File: config.mk
export PLATFORM = sky130hd
export DESIGN_NAME = bsbz_div
export DESIGN_NICKNAME = d
export VERILOG_FILES = /design/src/hw/rtl/bsbz_pkg.sv /design/src/hw/rtl/bsbz_div.sv
export SDC_FILE = /design/constraint.sdc
export NUM_CORES = 1
export LEC_CHECK = 0
export BUFFER_PORTS_ARGS = -buffer_cell sky130_fd_sc_hd__clkbuf_2
export CAP_MARGIN = 30
export CORE_MARGIN = 2
export CORE_UTILIZATION = 50
export CTS_BUF_LIST = sky130_fd_sc_hd__clkbuf_2 sky130_fd_sc_hd__clkbuf_4 sky130_fd_sc_hd__clkbuf_8
export DETAILED_ROUTE_END_ITERATION = 10
export GPL_ROUTABILITY_DRIVEN = 1
export GPL_TIMING_DRIVEN = 1
export PLACE_DENSITY = 0.63
export SLEW_MARGIN = 15
export SYNTH_ARGS = -nofsm -noshare
export SYNTH_HDL_FRONTEND = slang
export SYNTH_SLANG_ARGS = --single-unit
File: constraint.sdc
create_clock -name clk -period 3.79 [get_ports clk]
set_input_delay 0.1895 -clock clk [delete_from_list [all_inputs] [get_ports clk]]
set_output_delay 0.1895 -clock clk [all_outputs]
set_load 0.02 [all_outputs]
File: src/hw/rtl/bsbz_pkg.sv
// Shared constants, types and latency helpers of the B-spline to Bezier converter.
`default_nettype none

package bsbz_pkg;

  localparam int COORD_WIDTH_DEF = 32;
  localparam int IDX_W           = 16;
  localparam int AXES            = 3;

  typedef enum logic [1:0] {
    SEL_END = 2'd0,
    SEL_M1  = 2'd1,
    SEL_M2  = 2'd2
  } res_sel_t;

  typedef struct packed {
    logic             vld;
    logic [IDX_W-1:0] idx;
    logic             shared;
    logic             last;
  } side_t;

  // The divider works on a magnitude of coord_w + 1 bits and needs one doubling add per stage.
  function automatic int div_stages(input int coord_w);
    return $clog2(coord_w + 2) - 1;
  endfunction

  function automatic int div_lat(input int coord_w);
    return div_stages(coord_w) + 2;
  endfunction

endpackage

`default_nettype wire

File: src/hw/rtl/bsbz_div.sv
// Pipelined round-to-nearest divider of one signed numerator by three or six.
`default_nettype none

module bsbz_div #(
  parameter  int COORD_WIDTH = bsbz_pkg::COORD_WIDTH_DEF,
  localparam int NW          = COORD_WIDTH + 3,
  localparam int UW          = COORD_WIDTH + 1,
  localparam int K           = bsbz_pkg::div_stages(COORD_WIDTH),
  localparam int S           = 1 << (K + 1),
  localparam int PW          = UW + S
) (
  input  logic                   clk,
  input  logic                   en,
  input  logic signed [NW-1:0]   num,
  input  logic                   d6,
  output logic [COORD_WIDTH-1:0] quo,
  output logic                   neg
);

  logic             n_neg;
  logic [NW-1:0]    flip;
  logic [2:0]       off;
  logic [NW-1:0]    mag;
  logic [UW-1:0]    u_nxt;
  logic [PW-1:0]    t_r [K+1];
  logic [UW-1:0]    u_r [K+1];
  logic             neg_r [K+2];
  logic [PW-1:0]    prod;
  logic [COORD_WIDTH-1:0] q_r;

  // The magnitude plus half the divisor; a negative value folds its two's complement one in.
  assign n_neg = num[NW-1];
  assign flip  = n_neg ? ~num : num;
  assign off   = d6 ? (n_neg ? 3'd4 : 3'd3) : (n_neg ? 3'd2 : 3'd1);
  assign mag   = flip + NW'(off);
  assign u_nxt = d6 ? UW'(mag >> 1) : UW'(mag);

  // Multiply by ceil(2^S / 3) as the product of (1 + 4^(2^g)) terms plus one more u.
  assign prod  = t_r[K] + PW'(u_r[K]);

  always_ff @(posedge clk) begin
    if (en) begin
      t_r[0]     <= PW'(u_nxt);
      u_r[0]     <= u_nxt;
      neg_r[0]   <= n_neg;
      q_r        <= prod[S +: COORD_WIDTH];
      neg_r[K+1] <= neg_r[K];
    end
  end

  for (genvar g = 0; g < K; g++) begin : g_step
    always_ff @(posedge clk) begin
      if (en) begin
        t_r[g+1]   <= t_r[g] + (t_r[g] << (2 << g));
        u_r[g+1]   <= u_r[g];
        neg_r[g+1] <= neg_r[g];
      end
    end
  end

  assign quo = q_r;
  assign neg = neg_r[K+1];

endmodule

`default_nettype wire

; ---- Yosys cells after proc, flatten, opt, wreduce, memory -nomap -nowiden
; Memories as Yosys holds them, arrays and structs flattened.
; Index checks and enable logic that the tools add are counted.
[word_totals]
regBits = 32
ram_bits = 787
in_bits = 38
output_inout_bits = 33
wordCells = 19
memories = 3
[classes]
add_sub_neg = 7
n_mux = 7
bitwise_logic = 1
[memory_table]
columns = memory, words, word_bits, rd, rd_clocked_by_memory_dff, wr, line_no
row1 = t_r, 6, 97, 6, 0, 6, bsbz_div.sv:25  ; logic [PW-1:0] t_r [K+1];
row2 = u_r, 6, 33, 6, 0, 6, bsbz_div.sv:26  ; logic [UW-1:0] u_r [K+1];
row3 = neg_r, 7, 1, 7, 0, 7, bsbz_div.sv:27  ; logic neg_r [K+2];
[op_table]
columns = cell, n
row1 = $add A97 B97 Y97, 5
row2 = $add A96 B33 Y96, 1
row3 = $add A34 B3 Y34, 1
row4 = $mux W34, 1
row5 = $not A34 Y34, 1
row6 = $mux W33, 1
row7 = $mux W3, 2
row8 = $mux W1, 2
row9 = $mux W2, 1

; ---- Logic depth before layout (Yosys ltp)
[logic_depth]
depth_word = 4
ltp_mapped = 15
ltp_nobuf = 13

; ---- Worst setup path after synthesis
; No wires, ideal clock.
[synth_path]
path_kind = input to register
start = in num[34]
end = mem t_r[0][30] (netlist bit), data pin
setup_ps = 274
arrival_time_ps = 3242
t_required_ps = 3516
path_slack_ps = 274
path_stages = 14
path_buffers = 3
path_cell_list = buf_2 buf_1 buf_2 xor2_1 inv_1 fa_1 nor2b_1 o22ai_1 a2111oi_4 nand3_4 nor2_1 mux2i_1 xor2_1 mux2i_1
[synth_rtl]
columns = item, line_no
row1 = start: declaration, bsbz_div.sv:14  ; input logic signed [NW-1:0] num,
row2 = end: declaration, bsbz_div.sv:25

==> qor.csv <==
metric,value,unit
power_frac_comb,44.5,%
firstDrtPassIters,5,
start_util,50.5,%
num_vias,19000,
p_seq_share,37.6,%
fp-row-count,87,
status,"complete, no violations",
drt.antenna.violating_nets,0,
grt_first_pass_wirelength,104,mm
min_path_cells,3,
ys_seq_area_share,54.7,%
skew,0.0263,ns
worstPathCellList,dlygate4sd3_1 > clkbuf_2 > ha_1 > inv_1 > fa_1 > nor2b_1 > o22ai_1 > a2111oi_4 > buf_4 > a31oi_1 > o22ai_1 > xor2_1 > mux2i_1 > dlygate4sd3_1,
antenna_found_initial,1,
grt_pass1_vias,18800,
hold_slack,0.0656,ns
clkPwrFrac,17.9,%
synth_edf_count,516,
critPathBufInv,5,
layout_commonest_cell,edfxtp_1,
drt_wl_total,66.4,mm
critPathSlowestCell,dlygate4sd3_1,
grt_overflow,0,
area_growth,11.7,%
ys_types,84,
cts.clk_slew.worst_paths,0.05,ns
async_reset_ff_share,0,%
crit_arrival,4.18,ns
crit_type,in -> reg,
grt_util_all_layers,22.7,%
relSlewSlack,39.1,%
synth_cells,2362,
dp_slack,0.275,ns
syn-num-nets,2606,
ctsLongestPathBuffers,3,
p_int,16.5,mW
cts_tree,built,
cts-buffers-inserted,84,
netlist.area_leader.share,54.7,%
synth_largest_area_cell,edfxtp_1,
drt-initial-drc-count,1270,
dominantRegCellSynth,edfxtp_1,
setup_ws,0.0234,ns
peakVddDrop,328,µV
finalHoldViolCount,0,
drc,0,
swShare,39.2,%
avgSynthCellArea,12.0,µm²
fp.coreArea,0.0562,mm²
ys_ff_latch,516,
crit_fanout,9,
power.leakage,12.3,nW
die_w,242,µm
htree_levels,3,
die_h,242,µm
fillers,4787,
cap_violations,0,
dp.final_hpwl,51.9,mm
crit_required,4.20,ns
drive_gt1_share,9.45,%
post_cts_buffers,0,
grt_max_degree,106,
cp.depth,14,
fin_crit,3.77,ns
tightestPinTransition,0.913,ns
p_per_area,859,mW/mm²
slew_viol_final,0,
rsz0062_at_grt,true,
fin_crit_sh,99.4,%
mostFrequentLayoutCells,"edfxtp_1 (516), ha_1 (200), a21oi_1 (192)",
holdCritPathClass,in -> reg,
vias_per_cell,5.70,
switchingPower,10.7,mW
fmax,0.265,GHz
portBuffers,70,
worstSetupEndpointType,register,
fin_util,56.4,%
synth_area_leaders,"edfxtp_1 (55%), ha_1 (8.8%), xnor2_1 (5.4%)",
wl_per_cell,19.9,µm
root_buffer,clkbuf_8,
num_io_pins,71,
netlist_area,0.0283,mm²
fin_nets,2765,
slowest_delay,0.58,ns
ys_warn_count,0,
rr_worst_depth,13,
start_kind,input pin,
path_delay_family,buffers and inverters,
die_area,0.0586,mm²
clk_latency,0.67,ns
setup_viol,0,
gp_congestion,0.972,
cts_sinks,516,
## power groups by stage
stage	combinational, mW	sequential (mW)	clock [mW]
4_1_cts	12.0	10.3	5.03
3_3_place_gp	11.8	10.3	0
2_1_floorplan	9.07	9.56	0
3_5_place_dp	11.9	10.4	0
5_1_grt	13.5	10.3	5.27
6_report	12.1	10.2	4.87
## logic make-up (layout without fill, tap and decap cells)
group,Yosys count,after routing,synth area share [%]
AO/OA/AOI/OAI,618,618,14.1
AND/OR/NAND/NOR,605,605,10.8
flip-flops,516,516,54.7
XOR/XNOR,285,285,8.81
adder cells (fa/ha/maj),206,206,9.25
buffers and inverters,105,325,1.43
multiplexers,27,27,0.953
other,0,1,0
## flip-flops by register name, summed over array words and instances (netlist names)
name and count:
neg_r 7, quo 32, t_r 314, u_r 163
## synth_stat cells (8+ instances only)
library cell and instances:
a211oi_1 24, a21o_1 106, a21oi_1 192, a31oi_1 22
a41oi_1 8, and2_1 12, and3_1 42, and4_1 13
clkbuf_1 34, edfxtp_1 516, ha_1 200, inv_1 61
mux2i_1 27, nand2_1 157, nand2b_1 23, nand3_1 63
nand4_1 41, nor2_1 142, nor2b_1 21, nor3_1 37
nor3b_1 9, nor4_1 9, o211ai_1 13, o21a_1 31
o21ai_0 104, o21bai_1 20, o22ai_1 12, o31ai_1 10
xnor2_1 175, xor2_1 110
## routing by layer
| layer | share of wire [%] | GRT usage, % |
|---|---|---|
| met1 | 41 | 27.1 |
| met2 | 51 | 40.9 |
| met3 | 3.9 | 2.81 |
| met4 | 4.0 | 10.6 |
| met5 | 0 | 0 |
## through the flow
stage,power [mW],cell area [µm²],instances,setup TNS (ns)
after floorplan,18.6,28300,2362,0
after global placement,22.1,29700,3168,0
after detailed placement,22.3,29700,3168,0
after CTS,27.3,31600,3337,0
after global routing,29.1,31700,3339,-0.329
final,27.2,31700,3339,0
## final timing paths
kind,startpoint,end,slack [ns]
worst max-delay path,num[34],t_r[0][21],0.02
worst min-delay path,num[18],t_r[0][18],0.07
worst max register to register,t_r[3][16],t_r[4][62],0.31
worst min register to register,u_r[4][25],u_r[5][25],0.41
## timing repair
item,CTS,global route
hold endpoints to repair,25,0
resized for setup,0,1
hold buffers,22,0
setup endpoints to repair,0,2
## area by class of cell
cell class              count  area, µm²  area share [%]
clock inverters            46        414            1.31
diodes                      1       2.50         0.00791
inverters                  62        233           0.735
flip-flops and latches    516      15500            48.9
well taps                 756        946            2.99
clock buffers             101       1280            4.06
repair buffers            116        837            2.64
multi-input cells        1741      12400            39.3
## worst reg2reg max path, delay by kind of cell (launching register included)
kind,cells,cell delay [ns]
fa+ha+maj,2,0.46
xor+xnor,1,0.19
flops,1,0.48
simple gates,3,0.47
buf+inv,2,0.25
compound gates,5,1.37
Power figures use the tool's default switching activity.
