`config.mk`:
```
export PLATFORM = sky130hd
export DESIGN_NAME = bsbz_issue
export DESIGN_NICKNAME = d
export VERILOG_FILES = /design/src/hw/rtl/bsbz_pkg.sv /design/src/hw/rtl/bsbz_issue.sv
export SDC_FILE = /design/constraint.sdc
export NUM_CORES = 1
export LEC_CHECK = 0
export BUFFER_PORTS_ARGS = -buffer_cell sky130_fd_sc_hd__clkbuf_2
export CAP_MARGIN = 20
export CORE_MARGIN = 2
export CORE_UTILIZATION = 58
export DETAILED_ROUTE_END_ITERATION = 8
export HOLD_SLACK_MARGIN = 0.08
export PLACE_DENSITY = 0.81
export SYNTH_ARGS = -nofsm -noshare
export SYNTH_HDL_FRONTEND = slang
export SYNTH_SLANG_ARGS = --single-unit
```
`constraint.sdc`:
```
create_clock -name clk -period 20.5 [get_ports clk]
set_input_delay 2.05 -clock clk [delete_from_list [all_inputs] [get_ports clk]]
set_output_delay 2.05 -clock clk [all_outputs]
set_load 0.02 [all_outputs]
```
`src/hw/rtl/bsbz_pkg.sv`:
```
// Shared constants, types and latency helpers of the B-spline to Bezier converter.
`default_nettype none

package bsbz_pkg;

  localparam int COORD_WIDTH_DEF = 32;
  localparam int IDX_W           = 16;
  localparam int AXES            = 3;

  typedef enum logic [1:0] {
    SEL_END = 2'd0,
    SEL_M1  = 2'd1,
    SEL_M2  = 2'd2
  } res_sel_t;

  typedef struct packed {
    logic             vld;
    logic [IDX_W-1:0] idx;
    logic             shared;
    logic             last;
  } side_t;

  // The divider works on a magnitude of coord_w + 1 bits and needs one doubling add per stage.
  function automatic int div_stages(input int coord_w);
    return $clog2(coord_w + 2) - 1;
  endfunction

  function automatic int div_lat(input int coord_w);
    return div_stages(coord_w) + 2;
  endfunction

endpackage

`default_nettype wire

```
`src/hw/rtl/bsbz_issue.sv`:
```
// Control point window, job register and per-result numerator issue stage.
`default_nettype none

module bsbz_issue #(
  parameter  int COORD_WIDTH = bsbz_pkg::COORD_WIDTH_DEF,
  localparam int NW          = COORD_WIDTH + 3
) (
  input  logic                          clk,
  input  logic                          rst_n,
  input  logic                          adv,
  input  logic                          in_valid,
  output logic                          in_ready,
  input  logic signed [COORD_WIDTH-1:0] in_c [bsbz_pkg::AXES],
  input  logic                          in_final,
  output logic signed [NW-1:0]          iss_n [bsbz_pkg::AXES],
  output logic                          iss_d6,
  output bsbz_pkg::side_t               iss_sb
);

  localparam int AX = bsbz_pkg::AXES;
  localparam int IW = bsbz_pkg::IDX_W;

  logic signed [COORD_WIDTH-1:0] old_r [AX];
  logic signed [COORD_WIDTH-1:0] new_r [AX];
  logic signed [COORD_WIDTH-1:0] ja_r [AX];
  logic signed [COORD_WIDTH-1:0] jb_r [AX];
  logic signed [COORD_WIDTH-1:0] jc_r [AX];
  logic [1:0]                    seen_r, seen_nxt;
  logic [IW-1:0]                 nidx_r, nidx_nxt;
  logic [IW-1:0]                 jidx_r;
  logic                          job_v_r, job_v_nxt;
  logic                          job_one_r;
  bsbz_pkg::res_sel_t            jsel_r, jsel_nxt;
  logic                          acc, has3, has1, load, job_done, issue;
  logic [IW-1:0]                 cur_idx;
  logic signed [NW-1:0]          num [AX];
  logic signed [NW-1:0]          iss_n_r [AX];
  logic                          iss_v_r, iss_d6_r, iss_sh_r, iss_last_r;
  logic [IW-1:0]                 iss_idx_r;

  function automatic logic signed [NW-1:0] ext(input logic signed [COORD_WIDTH-1:0] v);
    return NW'(v);
  endfunction

  // Digits in base four sum to the same value modulo three.
  function automatic logic is_joint(input logic [IW-1:0] v);
    logic [4:0] s;
    logic [2:0] t;
    s = '0;
    for (int k = 0; k < IW / 2; k++) begin
      s = s + 5'(v[2*k +: 2]);
    end
    t = 3'(s[1:0]) + 3'(s[3:2]) + 3'(s[4]);
    return (v != '0) && (t == 3'd0 || t == 3'd3 || t == 3'd6);
  endfunction

  assign job_done = job_one_r || (jsel_r == bsbz_pkg::SEL_M2);
  assign issue    = adv && job_v_r;
  assign in_ready = !job_v_r || (issue && job_done);
  assign acc      = in_valid && in_ready;
  assign has3     = !in_final && (seen_r >= 2'd2);
  assign has1     = in_final && (seen_r == 2'd3);
  assign load     = acc && (has1 || has3);
  assign cur_idx  = jidx_r + IW'(jsel_r);

  always_comb begin
    seen_nxt = seen_r;
    nidx_nxt = nidx_r;
    if (acc) begin
      if (in_final) begin
        seen_nxt = '0;
        nidx_nxt = '0;
      end else begin
        if (seen_r != 2'd3) begin
          seen_nxt = seen_r + 2'd1;
        end
        if (has3) begin
          nidx_nxt = nidx_r + IW'(3);
        end
      end
    end
  end

  always_comb begin
    job_v_nxt = job_v_r;
    jsel_nxt  = jsel_r;
    if (issue) begin
      if (job_done) begin
        job_v_nxt = 1'b0;
      end else begin
        jsel_nxt = (jsel_r == bsbz_pkg::SEL_END) ? bsbz_pkg::SEL_M1 : bsbz_pkg::SEL_M2;
      end
    end
    if (load) begin
      job_v_nxt = 1'b1;
      jsel_nxt  = bsbz_pkg::SEL_END;
    end
  end

  always_comb begin
    for (int i = 0; i < AX; i++) begin
      unique case (jsel_r)
        bsbz_pkg::SEL_END: num[i] = ext(ja_r[i]) + (ext(jb_r[i]) <<< 2) + ext(jc_r[i]);
        bsbz_pkg::SEL_M1:  num[i] = (ext(jb_r[i]) <<< 1) + ext(jc_r[i]);
        bsbz_pkg::SEL_M2:  num[i] = ext(jb_r[i]) + (ext(jc_r[i]) <<< 1);
        default:           num[i] = '0;
      endcase
    end
  end

  always_ff @(posedge clk) begin
    if (!rst_n) begin
      seen_r  <= '0;
      nidx_r  <= '0;
      job_v_r <= 1'b0;
      jsel_r  <= bsbz_pkg::SEL_END;
      iss_v_r <= 1'b0;
    end else begin
      seen_r  <= seen_nxt;
      nidx_r  <= nidx_nxt;
      job_v_r <= job_v_nxt;
      jsel_r  <= jsel_nxt;
      if (adv) begin
        iss_v_r <= job_v_r;
      end
    end
  end

  always_ff @(posedge clk) begin
    if (acc && !in_final) begin
      old_r <= new_r;
      new_r <= in_c;
    end
    if (load) begin
      ja_r      <= old_r;
      jb_r      <= new_r;
      jc_r      <= in_c;
      job_one_r <= in_final;
      jidx_r    <= nidx_r;
    end
    if (adv) begin
      iss_n_r    <= num;
      iss_d6_r   <= (jsel_r == bsbz_pkg::SEL_END);
      iss_idx_r  <= cur_idx;
      iss_sh_r   <= is_joint(cur_idx);
      iss_last_r <= job_done;
    end
  end

  assign iss_n         = iss_n_r;
  assign iss_d6        = iss_d6_r;
  assign iss_sb.vld    = iss_v_r;
  assign iss_sb.idx    = iss_idx_r;
  assign iss_sb.shared = iss_sh_r;
  assign iss_sb.last   = iss_last_r;

  a_final_restarts: assert property (@(posedge clk) disable iff (!rst_n)
    acc && in_final |=> seen_r == 2'd0 && nidx_r == '0)
    else $error("curve state not cleared after the final point");

  a_single_result: assert property (@(posedge clk) disable iff (!rst_n)
    job_v_r && job_one_r |-> jsel_r == bsbz_pkg::SEL_END)
    else $error("final point job advanced past its only result");

  a_job_holds: assert property (@(posedge clk) disable iff (!rst_n)
    job_v_r && !adv |=> job_v_r && $stable(jsel_r))
    else $error("job moved while the pipeline was stalled");

endmodule

`default_nettype wire

```
# Word-level counts from Yosys, hierarchy flattened
# Cells that the tools add are included.
dict set report classes {
  addsub 24
  order_cmp 1
  eq_ne 6
  n_mux 11
  bitwise_logic 2
  reduce_logical 27
}
# cell n
set op_table {}
lappend op_table {{$pmux W35 S3} 3}
lappend op_table {{$add A32 B34 Y35} 3}
lappend op_table {{$add A35 B32 Y35} 3}
lappend op_table {{$add A32 B33 Y34} 3}
lappend op_table {{$add A33 B32 Y34} 3}
lappend op_table {{$mux W16} 2}
lappend op_table {{$add A5 B2 Y5} 4}
lappend op_table {{$add A16 B2 Y16} 1}
lappend op_table {{$add A16 B2 Y16 const B} 1}
lappend op_table {{$reduce_bool A16 Y1} 1}
lappend op_table {{$logic_and A1 B1 Y1} 8}
lappend op_table {{$reduce_and A2 Y1} 4}
lappend op_table {{$reduce_bool A2 Y1} 4}
lappend op_table {{$add A2 B2 Y3} 2}
lappend op_table {{$mux W2} 3}
lappend op_table {{$add A4 B2 Y5} 1}
lappend op_table {{$logic_or A1 B1 Y1} 5}
lappend op_table {{$add A3 B2 Y4} 1}
lappend op_table {{$eq A2 B2 Y1 const B} 2}
lappend op_table {{$add A3 B1 Y3} 1}
lappend op_table {{$eq A3 B2 Y1 const B} 1}
lappend op_table {{$eq A3 B3 Y1 const B} 1}
lappend op_table {{$logic_not A3 Y1} 1}
lappend op_table {{$mux W1} 3}
lappend op_table {{other kinds (8)} 10}
dict set report word_totals {
  reg_bits 643
  input_bits 101
}

# Depth between registers and ports, before layout
dict set report logic_depth {
  word_depth 14
  mapped_depth 23
}

# Least setup slack after synthesis
# OpenSTA, ideal clock, no wires.
dict set report synth_timing {
  path_type {input -> register}
  startpoint {in adv}
  endpoint {reg new_r[0] (netlist name) (enable)}
  arrival_ns 10.434
  slack_ns 9.319
  cell_stages 4
  n_path_buf 0
  cell_sequence {o21ai_0 -> nand2_1 -> nand2_1 -> nor2_1}
}
dict set report synth_via {
  elab_chain_cells 5
}
# item line_no
set synth_lines {}
lappend synth_lines {{from (decl)} bsbz_issue.sv:10} ;# input logic adv,
lappend synth_lines {{$logic_and A1 B1 Y1} bsbz_issue.sv:58} ;# assign issue = adv && job_v_r;
lappend synth_lines {{$logic_and A1 B1 Y1} bsbz_issue.sv:59} ;# assign in_ready = !job_v_r || (issue && job_done);
lappend synth_lines {{$logic_or A1 B1 Y1} bsbz_issue.sv:59}
lappend synth_lines {{via in_ready} bsbz_issue.sv:12} ;# output logic in_ready,
lappend synth_lines {{$logic_and A1 B1 Y1} bsbz_issue.sv:60} ;# assign acc = in_valid && in_ready;
lappend synth_lines {{$logic_and A1 B1 Y1} bsbz_issue.sv:130} ;# if (acc && !in_final) begin
lappend synth_lines {{to (signal assigned)} bsbz_issue.sv:132} ;# new_r <= in_c;
lappend synth_lines {{to (decl)} bsbz_issue.sv:24} ;# logic signed [COORD_WIDTH-1:0] new_r [AX];
# The timed path passes the listed nets, and every way through them passes these cells.
# A chain may end at the register's enable or synchronous reset.

# Worst setup path after layout
dict set report layout_timing {
  startpoint {reg jsel_r[1]}
  endpoint {reg iss_sh_r, data pin}
}
# item line_no
set layout_rtl {}
lappend layout_rtl {{from (decl)} bsbz_issue.sv:33} ;# bsbz_pkg::res_sel_t jsel_r, jsel_nxt;
lappend layout_rtl {{from (signal assigned)} bsbz_issue.sv:116} ;# jsel_r <= bsbz_pkg::SEL_END;
lappend layout_rtl {{from (signal assigned)} bsbz_issue.sv:122} ;# jsel_r <= jsel_nxt;
lappend layout_rtl {{$add A16 B2 Y16 (*)} bsbz_issue.sv:64} ;# assign cur_idx = jidx_r + IW'(jsel_r);
lappend layout_rtl {{via cur_idx[13]} bsbz_issue.sv:35} ;# logic [IW-1:0] cur_idx;
lappend layout_rtl {{$add A5 B2 Y5 (2 in series)} bsbz_issue.sv:51} ;# s = s + 5'(v[2*k +: 2]);
lappend layout_rtl {{$add A2 B2 Y3} bsbz_issue.sv:53} ;# t = 3'(s[1:0]) + 3'(s[3:2]) + 3'(s[4]);
lappend layout_rtl {{$add A3 B1 Y3} bsbz_issue.sv:53}
lappend layout_rtl {{$eq A3 B2 Y1 / $logic_not A3 Y1 (equally long branches)} bsbz_issue.sv:54} ;# return (v != '0) && (t == 3'd0 || t == 3'd3 || t == 3'd6);
lappend layout_rtl {{$logic_or A1 B1 Y1 (2 in series)} bsbz_issue.sv:54}
lappend layout_rtl {{$logic_and A1 B1 Y1 (*)} bsbz_issue.sv:54}
lappend layout_rtl {{to (signal assigned)} bsbz_issue.sv:145} ;# iss_sh_r <= is_joint(cur_idx);
lappend layout_rtl {{to (decl)} bsbz_issue.sv:38} ;# logic iss_v_r, iss_d6_r, iss_sh_r, iss_last_r;
# The timed path passes the listed nets; every way through them passes the cells marked *.

==> run summary <==
Status: finished, final reports clean
Final hold vios: 0
P_leak: 16.5 nW
Syn. warnings: 0
DP Cell Count: 4266
Overflow after GRT: 0
Share of layout cells above drive strength 1: 0.115
Clk sinks: 643
CTS buffer count: 66
End of the worst register-to-register path: iss_sh_r
Final Max Tran Viols: 0
Sw power: 0.000971 W
Clock Pin Slew Worst Setup and Hold Paths: 0.07 ns
Slew margin rel.: 0.339
Placer Congestion: 0.970
Largest net degree at the start of global routing: 177
Mapped Area: 38600 um2
Die area: 68700 um2
Syn Inst Count: 3246
Layout overhead on the synthesized area: 10.8%
Number of flops mapped to enable cells by yosys: 621
Worst IR Drop VDD: 77.3 uV
WP data arrival: 6.93 ns
R2R setup slack: 14.02 ns
Clock power share: 0.339
Global-route wire length before repair: 142000 um
Register area share after synthesis: 0.494
Die span in x: 262 um
Nets@finish: 3994
Non-filler cells, final: 4389
First-iteration detailed-routing DRC count: 2245
Final worst clock skew: 0.0336 ns
Clock Latency Late Sink: 0.62 ns
Cts hold-fix bufs: 0
Crit path time final: 6.48 ns
Worst Tran Pin Value: 0.991 ns
Routed vias: 27100
Setup crit end kind: flip-flop
Syn_nets: 3770
RSZ-0062 raised after global routing: no
Worst Setup SP: jsel_r[1]
DRT Wirelength: 92000 um
Setup violations, final: 0
Via-per-instance ratio: 6.17
Syn Area/Cell: 11.9 um2
Clock Tree Buf Depth: 3
Die height: 262 um
Worst reg2reg startpoint: jsel_r[1]
Maximum clock rate: 154 MHz
Worst hold slack: 0.407 ns
Routed len/inst: 21.0 um
CTS tree: done
Critical path type: flip-flop to flip-flop
Placeable Area: 65900 um2
Switching share of power: 0.279
PostCTS Resize Cnt: 0
Port bufs: 226
Post-DP HPWL: 68000 um
Root buf cell: clkbuf_16
GRT Resource Usage Total: 0.265
Placed cell area: 40700 um2
Ports: 227
Antenna violations before repair: 12
Worst Setup Start Kind: flip-flop
CP endpoint: iss_sh_r
Post-route cell area: 42800 um2
H-tree levels: 3
Maxcap violations: 0
Tcrit/Tclk final: 0.316
Number of global-route vias before repair: 26100
1st-pass router iterations: 6
# Post-CTS Setup Buffers: 0
Async set or reset register ratio after synthesis: 0
Routed Antenna Nets: 0
CP max FO: 54
Logic pwr share: 0.203
Library cells used by synthesis: 99
Main synth FF type: edfxtp_1
Critical Path RT: 20.95 ns
Hold Path Class: flip-flop to flip-flop
Int Pwr: 0.00251 W
Pwr per Cell Area: 81.4 nW/um2
Row cnt: 94
Reg2Reg Depth: 22
Initial Utilization: 0.586
Fill cells: 5049
Seq pwr share: 0.457
Setup TNS: 0 ns
Layout Utilization: 0.649
Synth Register Bits: 643
DRC viols: 0
Yosys cell counts, types with 7 or more instances:
master / instances / area share
a21oi_1: 297 / 0.038
o21ai_0: 209 / 0.027
nor3_1: 38 / 0.0049
and2_1: 13 / 0.0021
o21bai_1: 35 / 0.0068
a211oi_1: 40 / 0.0078
inv_1: 86 / 0.0084
fa_1: 119 / 0.062
nor2_1: 172 / 0.017
o211ai_1: 17 / 0.0033
a31oi_1: 40 / 0.0065
a31o_2: 12 / 0.0027
o21ai_1: 15 / 0.0019
nand2b_1: 32 / 0.0052
o22ai_1: 47 / 0.0076
edfxtp_1: 621 / 0.48
mux2i_1: 19 / 0.0049
a211o_1: 9 / 0.0020
o21a_1: 34 / 0.0066
or2_2: 10 / 0.0016
nand3b_1: 11 / 0.0021
nand2_1: 194 / 0.019
o2111ai_1: 7 / 0.0016
nand4_1: 35 / 0.0057
nand3_1: 56 / 0.0073
dfxtp_1: 22 / 0.011
nor2b_1: 37 / 0.0060
a22oi_1: 12 / 0.0023
a221o_1: 7 / 0.0018
a21boi_0: 7 / 0.0014
or3_1: 18 / 0.0029
o221ai_1: 13 / 0.0029
and3_1: 33 / 0.0053
xnor2_1: 141 / 0.032
xor2_1: 125 / 0.028
clkbuf_1: 72 / 0.0070
o31ai_1: 16 / 0.0031
ha_1: 304 / 0.098
a21o_1: 135 / 0.026
power by group through the flow:
stage / clock network (W) / logic [W] / registers, W
3_3_place_gp: 0 / 0.000683 / 0.00162
5_1_grt: 0.00125 / 0.000778 / 0.00160
6_report: 0.00118 / 0.000708 / 0.00159
4_1_cts: 0.00120 / 0.000703 / 0.00159
3_5_place_dp: 0 / 0.000696 / 0.00162
2_1_floorplan: 0 / 0.000460 / 0.00166
logic make-up after synthesis:
group	synth area share
xor gates and xnor gates	0.0603
AOI/OAI and AO/OA	0.179
DFF	0.494
buffers and inverters	0.0170
muxes	0.00522
and+or+nand+nor	0.0845
adders and majority gates	0.160
layout by cell type, fill, tap and decap left out, drive strengths merged, types with 21 or more instances in the layout:
cell    Yosys  final
and3       33     33
edfxtp    621    621
xnor2     141    141
nor2      173    173
o22ai      47     47
a21oi     302    302
fa        119    119
a31oi      43     43
xor2      125    125
nor3       38     38
o21bai     37     37
clkinv      0     21
clkbuf     72    309
a211oi     43     43
inv        86     91
o21a       35     35
dfxtp      22     22
nor2b      37     37
nand2b     32     32
nand4      35     35
nand3      57     57
o21ai     226    226
ha        304    304
nand2     194    194
a21o      137    137
worst max-delay path: stages, from the launching register on:
cell	delay (ns)
dfxtp_4	0.79
ha_1	0.36
a21oi_1	0.26
nor2_1	0.12
nand2_1	0.10
nor2_1	0.06
and3_1	0.21
xor2_1	0.23
fa_1	0.50
fa_1	0.49
fa_1	0.54
inv_1	0.05
fa_1	0.49
inv_1	0.04
ha_1	0.21
fa_1	0.49
inv_1	0.05
fa_1	0.38
inv_1	0.07
fa_1	0.43
nor3b_1	0.21
a21oi_1	0.08
a31oi_1	0.17
stage by stage:
step	setup WS, ns	power (W)
global route	13.68	0.00363
floorplan	9.32	0.00212
CTS	14.01	0.00349
detailed placement	14.01	0.00231
finish	14.02	0.00348
global placement	14.18	0.00230
worst min path at each step:
stage / from / endpoint / slack [ns] / cells after the start
2_1_floorplan: old_r[0] / ja_r[0] / 0.40 / 0
3_3_place_gp: old_r[18] / ja_r[18] / 0.40 / 0
3_5_place_dp: old_r[13] / ja_r[13] / 0.40 / 0
4_1_cts: old_r[77] / ja_r[77] / 0.41 / 0
5_1_grt: old_r[77] / ja_r[77] / 0.41 / 0
6_report: old_r[77] / ja_r[77] / 0.41 / 0
final cells by class:
type                       instances  area, um2  share of cell area
inverter                          86        330             0.00772
antenna                            5       12.5            0.000292
clock inverter                    34        315             0.00737
sequential                       643      19100               0.446
tap                              864       1080              0.0253
multi-input combinational       2433      18900               0.442
clock buffer                      84       1790              0.0419
timing repair buffer             240       1250              0.0293
state kept, by name, indices dropped and copies added (netlist names):
signal,cells
iss_v_r,1
iss_idx_r,16
seen_r,2
job_one_r,1
jb_r,96
iss_n,105
new_r,96
iss_d6,1
old_r,96
jc_r,96
iss_last_r,1
jidx_r,16
iss_sh_r,1
jsel_r,2
nidx_r,16
ja_r,96
job_v_r,1
layer usage:
metal	part of all wire	track usage
met1	0.43	0.365
met2	0.46	0.423
met5	0.00062	0
met3	0.069	0.0457
met4	0.038	0.0992
No activity file was read; power rests on OpenSTA's default activity.
